==> config.mk <==
export PLATFORM = sky130hd
export DESIGN_NAME = rke_div
export DESIGN_NICKNAME = d
export VERILOG_FILES = /design/src/hdl/rke_pkg.sv /design/src/hdl/rke_div.sv
export SDC_FILE = /design/constraint.sdc
export NUM_CORES = 1
export LEC_CHECK = 0
export BUFFER_PORTS_ARGS = -buffer_cell sky130_fd_sc_hd__buf_2
export CORE_ASPECT_RATIO = 0.5
export CORE_MARGIN = 4
export CORE_UTILIZATION = 30
export CTS_CLUSTER_DIAMETER = 100
export CTS_CLUSTER_SIZE = 8
export DETAILED_ROUTE_END_ITERATION = 10
export PLACE_DENSITY = 0.52
export SYNTH_ARGS = -nofsm -noshare
export SYNTH_HDL_FRONTEND = slang
export SYNTH_SLANG_ARGS = --single-unit
==> constraint.sdc <==
create_clock -name clk -period 11.5 [get_ports clk]
set_clock_uncertainty 0.2 [all_clocks]
set_input_delay 0.575 -clock clk [delete_from_list [all_inputs] [get_ports clk]]
set_output_delay 0.575 -clock clk [all_outputs]
set_load 0.02 [all_outputs]
==> src/hdl/rke_pkg.sv <==
// ---------------------------------------------------------------------------
// Ripley K estimator package
// Widths, constants, codes, sequencer states and shared helpers.
// ---------------------------------------------------------------------------
package rke_pkg;

  localparam int MAX_POINTS_DEF  = 512;
  localparam int ANGLE_STEPS_DEF = 125;
  localparam int COORD_FRAC_BITS = 8;

  localparam int ACTION_W = 2;
  localparam int COORD_W  = 19;
  localparam int RADIUS_W = 16;
  localparam int BOX_W    = 11;
  localparam int K_W      = 32;
  localparam int STATUS_W = 2;
  localparam int BOXC_W   = BOX_W + COORD_FRAC_BITS;
  localparam int EXT_W    = COORD_W + 1;
  localparam int AX_W     = COORD_W + 2;
  localparam int OFS_W    = 18;
  localparam int MAG_W    = 17;

  localparam int S_TDATA_W = 56;
  localparam int M_TDATA_W = 40;
  localparam int APB_AW    = 3;
  localparam int APB_DW    = 32;

  localparam int MUL_W  = 33;
  localparam int PROD_W = 66;
  localparam int TRIG_W = 32;
  localparam int DIV_W  = 64;

  localparam logic signed [TRIG_W-1:0] TRIG_ONE     = 32'sd1073741824;
  localparam logic signed [MUL_W-1:0]  STEP_COS_Q30 = 33'sd1072399926;
  localparam logic signed [MUL_W-1:0]  STEP_SIN_Q30 = 33'sd53664724;
  localparam logic signed [MUL_W-1:0]  DISC_Q24     = 33'sd2108287141;

  localparam logic [BOX_W-1:0] BOX_WIDTH_RESET  = 11'd1388;
  localparam logic [BOX_W-1:0] BOX_HEIGHT_RESET = 11'd1040;

  localparam logic [ACTION_W-1:0] ACT_LOAD   = 2'd0;
  localparam logic [ACTION_W-1:0] ACT_QUERY  = 2'd1;
  localparam logic [ACTION_W-1:0] ACT_CLEAR  = 2'd2;
  localparam logic [ACTION_W-1:0] ACT_UNUSED = 2'd3;

  localparam logic [STATUS_W-1:0] STS_OK    = 2'd0;
  localparam logic [STATUS_W-1:0] STS_EMPTY = 2'd1;
  localparam logic [STATUS_W-1:0] STS_SAT   = 2'd2;

  localparam logic REG_BOX_WIDTH  = 1'b0;
  localparam logic REG_BOX_HEIGHT = 1'b1;

  typedef enum logic [5:0] {
    S_IDLE, S_R2, S_INIT, S_PI_RD, S_PI_LAT,
    S_PJ_RD, S_PJ_DX, S_PJ_DY, S_PJ_CMP, S_PJ_DONE,
    S_W_C1, S_W_C2, S_W_C3, S_W_C4, S_W_C5,
    S_W_RC, S_W_RS, S_W_RSL, S_W_CLS, S_W_AN, S_W_AD, S_W_MD, S_W_ADD, S_W_NEXT,
    S_WT_SET, S_WT_MD, S_WT_DONE, S_ACC, S_NEXT_I,
    S_F_AREA, S_F_N2, S_F_MD, S_OUT,
    S_MD_P0, S_MD_P1, S_MD_P2, S_MD_P3, S_MD_P4, S_MD_DIV, S_MD_WAIT
  } rke_state_t;

  typedef struct packed {
    logic done;
    logic sat;
  } rke_div_sts_t;

  // Shift right by 30 with rounding half away from zero.
  function automatic logic signed [TRIG_W-1:0] rnd30(input logic signed [PROD_W-1:0] v);
    logic [PROD_W-1:0] mag;
    logic [PROD_W-1:0] rs;
    mag = v[PROD_W-1] ? PROD_W'(-v) : PROD_W'(v);
    rs  = (mag + (PROD_W'(1) << 29)) >> 30;
    return v[PROD_W-1] ? -$signed(rs[TRIG_W-1:0]) : $signed(rs[TRIG_W-1:0]);
  endfunction

endpackage

==> src/hdl/rke_div.sv <==
// ---------------------------------------------------------------------------
// Restoring divider
// Divides a 128-bit product by a 64-bit divisor, one quotient bit a cycle,
// saturating when the quotient does not fit in 64 bits.
// ---------------------------------------------------------------------------
module rke_div (
  input  logic                           clk,
  input  logic                           rst,
  input  logic                           start,
  input  logic [2*rke_pkg::DIV_W-1:0]    num,
  input  logic [rke_pkg::DIV_W-1:0]      den,
  output logic [rke_pkg::DIV_W-1:0]      quo,
  output rke_pkg::rke_div_sts_t          sts
);
  import rke_pkg::*;

  localparam int CW = $clog2(DIV_W);

  logic [DIV_W-1:0] hi;
  logic [DIV_W-1:0] lo;
  logic [CW-1:0]    cnt;
  logic             busy;
  logic [DIV_W:0]   hi_sh;
  logic             ge;
  logic [DIV_W:0]   hi_sub;

  assign hi_sh  = {hi, lo[DIV_W-1]};
  assign ge     = hi_sh >= {1'b0, den};
  assign hi_sub = hi_sh - {1'b0, den};

  always_ff @(posedge clk) begin
    if (rst) begin
      busy     <= 1'b0;
      sts.done <= 1'b0;
      sts.sat  <= 1'b0;
    end else begin
      sts.done <= 1'b0;
      if (start) begin
        if (den == '0 || num[2*DIV_W-1:DIV_W] >= den) begin
          sts.sat  <= 1'b1;
          sts.done <= 1'b1;
          quo      <= '1;
        end else begin
          sts.sat <= 1'b0;
          hi      <= num[2*DIV_W-1:DIV_W];
          lo      <= num[DIV_W-1:0];
          quo     <= '0;
          cnt     <= CW'(DIV_W - 1);
          busy    <= 1'b1;
        end
      end else if (busy) begin
        hi  <= ge ? hi_sub[DIV_W-1:0] : hi_sh[DIV_W-1:0];
        lo  <= {lo[DIV_W-2:0], 1'b0};
        quo <= {quo[DIV_W-2:0], ge};
        cnt <= cnt - 1'b1;
        if (cnt == '0) begin
          busy     <= 1'b0;
          sts.done <= 1'b1;
        end
      end
    end
  end

endmodule

# After elaboration in Yosys (flattened, before gate mapping)
# Index checks and enable logic that the tools add are counted.
totals:
  latchBits: 0
  n_memories: 0
  inputBits: 195
  ff_bits: 201
  mem_bits_ro: 0
  mem_bits_rw: 0
  wordCells: 40
op_classes:
  n_shift: 0
  reduce_logical: 6
  bitwise: 1
  addsub: 2
  multipliers: 0
  div: 0
  mux: 21
  n_eq_ne: 1
  n_lt_le_gt_ge: 2
ops:
  columns: ["operator", "n"]
  rows:
  - ["2-to-1 mux 64 bit", 10]
  - [">= comparator 65 x 64 -> 1 bit", 1]
  - [">= comparator 64 bit", 1]
  - ["zero test 64 bit", 1]
  - ["subtractor 64 bit", 1]
  - ["2-to-1 mux 6 bit", 3]
  - ["2-to-1 mux 1 bit", 8]
  - ["zero test 6 bit", 1]
  - ["subtractor 6 x 1 -> 6 bit, second input constant", 1]
  - ["AND reduction 3 bit", 1]
  - ["inequality test 2 bit, second input constant", 1]
  - ["AND reduction 2 bit", 1]
  - ["nonzero test 2 bit", 1]
  - ["logical OR 1 bit", 1]
  - ["inverter 1 bit", 1]

# Logic depth before layout (Yosys ltp)
logic_depth:
  depth_word: 4
  mapped_depth: 15
  depth_no_buf: 13

# Worst setup path after synthesis
# No wires, ideal clock.
synth_timing:
  path_type: "input to register"
  from: "in start"
  to: "reg cnt[0], enable pin"
  path_stages: 5
  arrival_ps: 7100
  setup_time_ps: 505
  path_buffers: 2
  slack_ps: 3696
  path_cell_list: "clkbuf_1 -> clkbuf_1 -> nor2_1 -> nor2_1 -> o21a_1"
synth_via:
  elab_chain_len: 2
  elab_cells_between_ends: 3
  classes_between: "1 x eq/ne; 2 x reduce/logical"
synth_lines:
  columns: ["item", "line", "rtl"]
  rows:
  - ["from (decl)", "rke_div.sv:9", "input logic start,"]
  - ["inequality test 2 bit (no source line) or nonzero test 2 bit (tied branches)", null, null]
  - ["AND reduction 3 bit (no source line) (*)", null, null]
  - ["to (signal assigned)", "rke_div.sv:48", "cnt <= CW'(DIV_W - 1);"]
  - ["to (signal assigned)", "rke_div.sv:55", "cnt <= cnt - 1'b1;"]
  - ["to (decl)", "rke_div.sv:21", "logic [CW-1:0] cnt;"]
# Every way passes the cells marked *; elsewhere a longest branch is shown, timed or not.
# A chain may end at the register's enable or synchronous reset.

# Final worst setup path
layout_timing:
  from: "in den[17] in the netlist's numbering"
  to: "reg lo[32], enable pin"
layout_via:
  elab_chain_len: 4
  elab_cells_between_ends: 5
  classes_between: "1 x order compare; 1 x eq/ne; 3 x reduce/logical"
layout_lines:
  columns: ["item", "line", "rtl"]
  rows:
  - ["from (decl)", "rke_div.sv:11", "input logic [rke_pkg::DIV_W-1:0] den,"]
  - [">= comparator 64 bit or zero test 64 bit (tied branches)", "rke_div.sv:39", "if (den == '0 || num[2*DIV_W-1:DIV_W] >= den) begin"]
  - ["logical OR 1 bit (*)", "rke_div.sv:39", null]
  - ["inequality test 2 bit (no source line) (*)", null, null]
  - ["AND reduction 3 bit (no source line) (*)", null, null]
  - ["to (signal assigned)", "rke_div.sv:46", "lo <= num[DIV_W-1:0];"]
  - ["to (signal assigned)", "rke_div.sv:53", "lo <= {lo[DIV_W-2:0], 1'b0};"]
  - ["to (decl)", "rke_div.sv:20", "logic [DIV_W-1:0] lo;"]
# Marks and branches as above.

==> Flow_metrics.wiki <==
{| class="wikitable"
! Metric !! Value
|-
| Placement Cell Area || 16400 µm²
|-
| Buffer and inverter count on the worst path || 3
|-
| Maximum number of pins on one net before global-route repair || 75
|-
| Highest fanout seen on the critical path || 71
|-
| Setup TNS || 0 ns
|-
| Gate Count Post-Synth || 1458
|-
| Average detailed-routed wire length per instance || 19.4 µm
|-
| Worst rel slew slack || 14.5%
|-
| Pwr Total || 2.36 mW
|-
| Vias || 11900
|-
| Post-CTS repair timing setup buffer count || 0
|-
| Starting DRC count in detailed routing || ~900
|-
| Net Count, Synth || 1784
|-
| Die Span X || 320 µm
|-
| Number of nets still failing antenna checks after routing || 0
|-
| Fraction of the core area covered by cells at the end of the flow || 36.3%
|-
| Transition time of the tightest slew-check pin || 1.26 ns
|-
| Count of pins over their slew limit || 0
|-
| Layout fillers || 4887
|-
| Count of hold buffers inserted by post-cts repair || 0
|-
| Hold path cells || 2
|-
| Per-instance average area after synthesis || 10.0 µm²
|-
| Number of flops mapped to enable cells by yosys || 198
|-
| Post-layout instance count excluding filler cells || 2327
|-
| Crit path required time || about 11 ns
|-
| Worst-case hold path end point || sts[0]
|-
| Hold violation count in the final report || 0
|-
| Source of the worst register-to-register timing path || hi[57]
|-
| Synthesized area || 14600 µm²
|-
| Vias per inst || 5.13
|-
| Worst hold path type || input pin to flop
|-
| Number of port buffers || 260
|-
| Critical path, cell by cell || buf_2 -> inv_1 -> ha_1 -> a21o_1 -> a21o_1 -> a21o_1 -> a2111oi_0 -> o2111ai_1 -> a41oi_1 -> o311ai_1 -> a31oi_2 -> o21a_4 -> buf_4
|-
| Max Cap Violations || 0
|-
| TritonCTS clock tree || built
|-
| Total I/O pin count || 261
|-
| Die area || around 52000 µm²
|-
| Effective utilization at floorplan || 30.7%
|-
| Result of the run || finished, final reports clean
|-
| Worst slack at placement || between 5 and 6 ns
|-
| Antenna violations before repair || 1
|-
| Highest ir drop seen on vdd || 0.000103 V
|-
| Number of warnings printed during yosys synthesis || 0
|-
| Setup repair after global routing missed its margin || false
|-
| Number of core rows || 56
|-
| Max stage delay cell, worst path || sky130_fd_sc_hd__o21a_4
|-
| Most frequently used flop master after synthesis || sky130_fd_sc_hd__edfxtp_1
|-
| PwrDens || 137 nW/µm²
|-
| Worst Path Arrival || around 5.1 ns
|-
| R2r endpoint || hi[46]
|-
| LEAKAGE || 7.03 nW
|-
| Yosys top cell area share || 40.7%
|-
| Fraction of the cycle the final worst path needs || 45.0%
|-
| Remaining global-route overflow || 0
|-
| Slack of the critical path || 6.33 ns
|-
| Cell taking the most area after synthesis || sky130_fd_sc_hd__edfxtp_1
|-
| Cts bufs inserted || 29
|-
| Post-synthesis to final-layout area growth || 17.9%
|-
| Overall routing resource usage || roughly 17%
|-
| Most frequent cell on the critical path || sky130_fd_sc_hd__a21o_1
|-
| Area used by multi-input combinational logic || 7860 µm²
|-
| Number of logic stages on the critical path including buffering || 13
|-
| Number of gates resized after CTS || 0
|-
| Floorplan Core Area || 47500 µm²
|-
| Clock sink count || 201
|-
| Seq. cell area || between 6000 and 7000 µm²
|-
| CTS Root Cell || sky130_fd_sc_hd__clkbuf_16
|-
| Capturing element type of the critical path || flop
|-
| Global-route wire length before repair || 68900 µm
|-
| Dpl hpwl || 34300 µm
|-
| Number of cells on the worst reg-to-reg path || 10
|-
| Gpl congestion || 0.837
|-
| Share of post-route cells with drive strength above 1 || 23.5%
|-
| Worst reg2reg setup slack || approximately 7.0 ns
|-
| Cell family with most CP delay || compound AO/OA/AOI/OAI gates
|-
| Post-Place Cells || 2282
|-
| Net count of the finished layout || between 2000 and 2500
|-
| Clock slew at reported path FFs || about 0.060 ns
|-
| Critical Setup Path Class || input pin to flop
|-
| #FFs+latches synth || 201
|-
| Number of iterations in the first detailed-routing pass || 4
|-
| Fmax || 0.193 GHz
|-
| CTS H-tree lvls || 1
|-
| Asr flop ratio synth || 0%
|-
| Setup violation total in the final timing report || 0
|-
| Final critical path time including I/O delays and setup || 5.17 ns
|-
| Vias in the first global route || between 10000 and 15000
|-
| Critical path launch point type || input pin
|-
| Later-pin clock latency in the skew report || 0.58 ns
|-
| Portion of the post-synthesis area used by sequential elements || 41.1%
|-
| Buffer depth of the longest clock path || 3
|-
| Remaining routing DRC violations || 0
|-
| Count of different cell masters after synthesis || 75
|-
| Fin Hold WS || 0.0533 ns
|-
| Delay of the slowest cell on the worst path || 0.86 ns
|-
| Worst Hold Launch || rst
|-
| Die Height || 164 µm
|-
| Top area cells in the synthesized netlist || sky130_fd_sc_hd__edfxtp_1, sky130_fd_sc_hd__ha_1, sky130_fd_sc_hd__mux2_2
|-
| Post-Layout Inst Area || 17200 µm²
|-
| Routed wire length || 45000 µm
|}
-- cell families (layout without fill, tap and decap cells) --
logic type / count (synthesis) / in the layout / synth area share [%]
buffers and inverters: 184 / 414 / 5.19
flip-flops: 201 / 201 / 41.1
other: 0 / 1 / 0
AO/OA/AOI/OAI: 470 / 470 / 21.3
XOR/XNOR: 55 / 55 / 3.30
AND/OR/NAND/NOR: 332 / 332 / 11.3
adder cells (fa/ha/maj): 131 / 131 / 11.3
multiplexers: 85 / 85 / 6.49
-- synthesized netlist by cell type, drive strengths merged, types with 13 or more instances --
| cell | instances |
|---|---|
| inv | 101 |
| nor2 | 66 |
| ha | 130 |
| o21a | 88 |
| nor4 | 26 |
| nand2 | 97 |
| a211oi | 22 |
| a21oi | 131 |
| nand3 | 18 |
| mux2 | 78 |
| buf | 44 |
| xnor2 | 29 |
| nand4 | 46 |
| a21o | 47 |
| o211ai | 14 |
| o21ai | 86 |
| clkbuf | 38 |
| nand2b | 13 |
| and3 | 15 |
| xor2 | 26 |
| o21bai | 19 |
| edfxtp | 198 |
| nor3 | 21 |
-- final cells by class --
cell class | instances | area share, %
Clock buffer | 42 | 4.50
Multi-Input combinational cell | 1073 | 45.7
Antenna cell | 1 | 0.0145
Inverter | 102 | 2.22
Timing Repair Buffer | 268 | 7.94
Sequential cell | 201 | 34.9
Clock inverter | 2 | 0.167
Tap cell | 638 | 4.63
-- cells in the final DEF (no fill, tap or decap), drive strengths merged, types with 29 or more instances in the layout --
cell	Yosys	routed
clkbuf	38	42
nand4	46	46
a21oi	131	131
mux2	78	78
edfxtp	198	198
nand2	97	97
nor2	66	66
xnor2	29	29
o21ai	86	86
a21o	47	47
buf	44	268
o21a	88	88
ha	130	130
inv	101	102
-- sequential cells by signal, indices dropped and copies added, names as in the netlist --
name and count:
hi 64, lo 64, quo 64, cnt 6, sts 2, busy 1
-- report_power, final --
part / internal (mW) / switching [mW] / total [mW]
Clock: 0.460 / 0.339 / 0.800
Combinational: 0.260 / 0.388 / 0.648
Sequential: 0.887 / 0.0251 / 0.912
Total: 1.61 / 0.752 / 2.36
-- metal layers --
metal	track usage (%)	part of all wire (%)	vias up
met4	3.76	2.1	0
met1	20.2	43	5719
li1	-	-	5928
met3	2.80	4.1	55
met2	30.5	51	227
met5	0	0	-
-- worst reg2reg max path, cell delays in order (launching register included) --
cell and delay, ns:
sky130_fd_sc_hd__edfxtp_1 0.40, sky130_fd_sc_hd__ha_1 0.48, sky130_fd_sc_hd__nand4_1 0.22, sky130_fd_sc_hd__nor4b_1 1.06, sky130_fd_sc_hd__nand3_1 0.41, sky130_fd_sc_hd__o31ai_1 0.36
sky130_fd_sc_hd__a211o_2 0.18, sky130_fd_sc_hd__a21oi_4 0.04, sky130_fd_sc_hd__buf_4 0.29, sky130_fd_sc_hd__nor2_2 0.48, sky130_fd_sc_hd__a21oi_1 0.13
-- how the worst max path moves through the flow --
stage | from | endpoint | slack, ns
after floorplan | start | cnt[0] | 3.70
after global placement | den[17] | lo[41] | 5.88
after CTS | den[17] | lo[32] | 6.29
after detailed placement | den[17] | lo[41] | 5.71
after global routing | den[17] | lo[32] | 6.10
final | den[17] | lo[32] | 6.33
No activity file was read; power rests on OpenSTA's default activity.
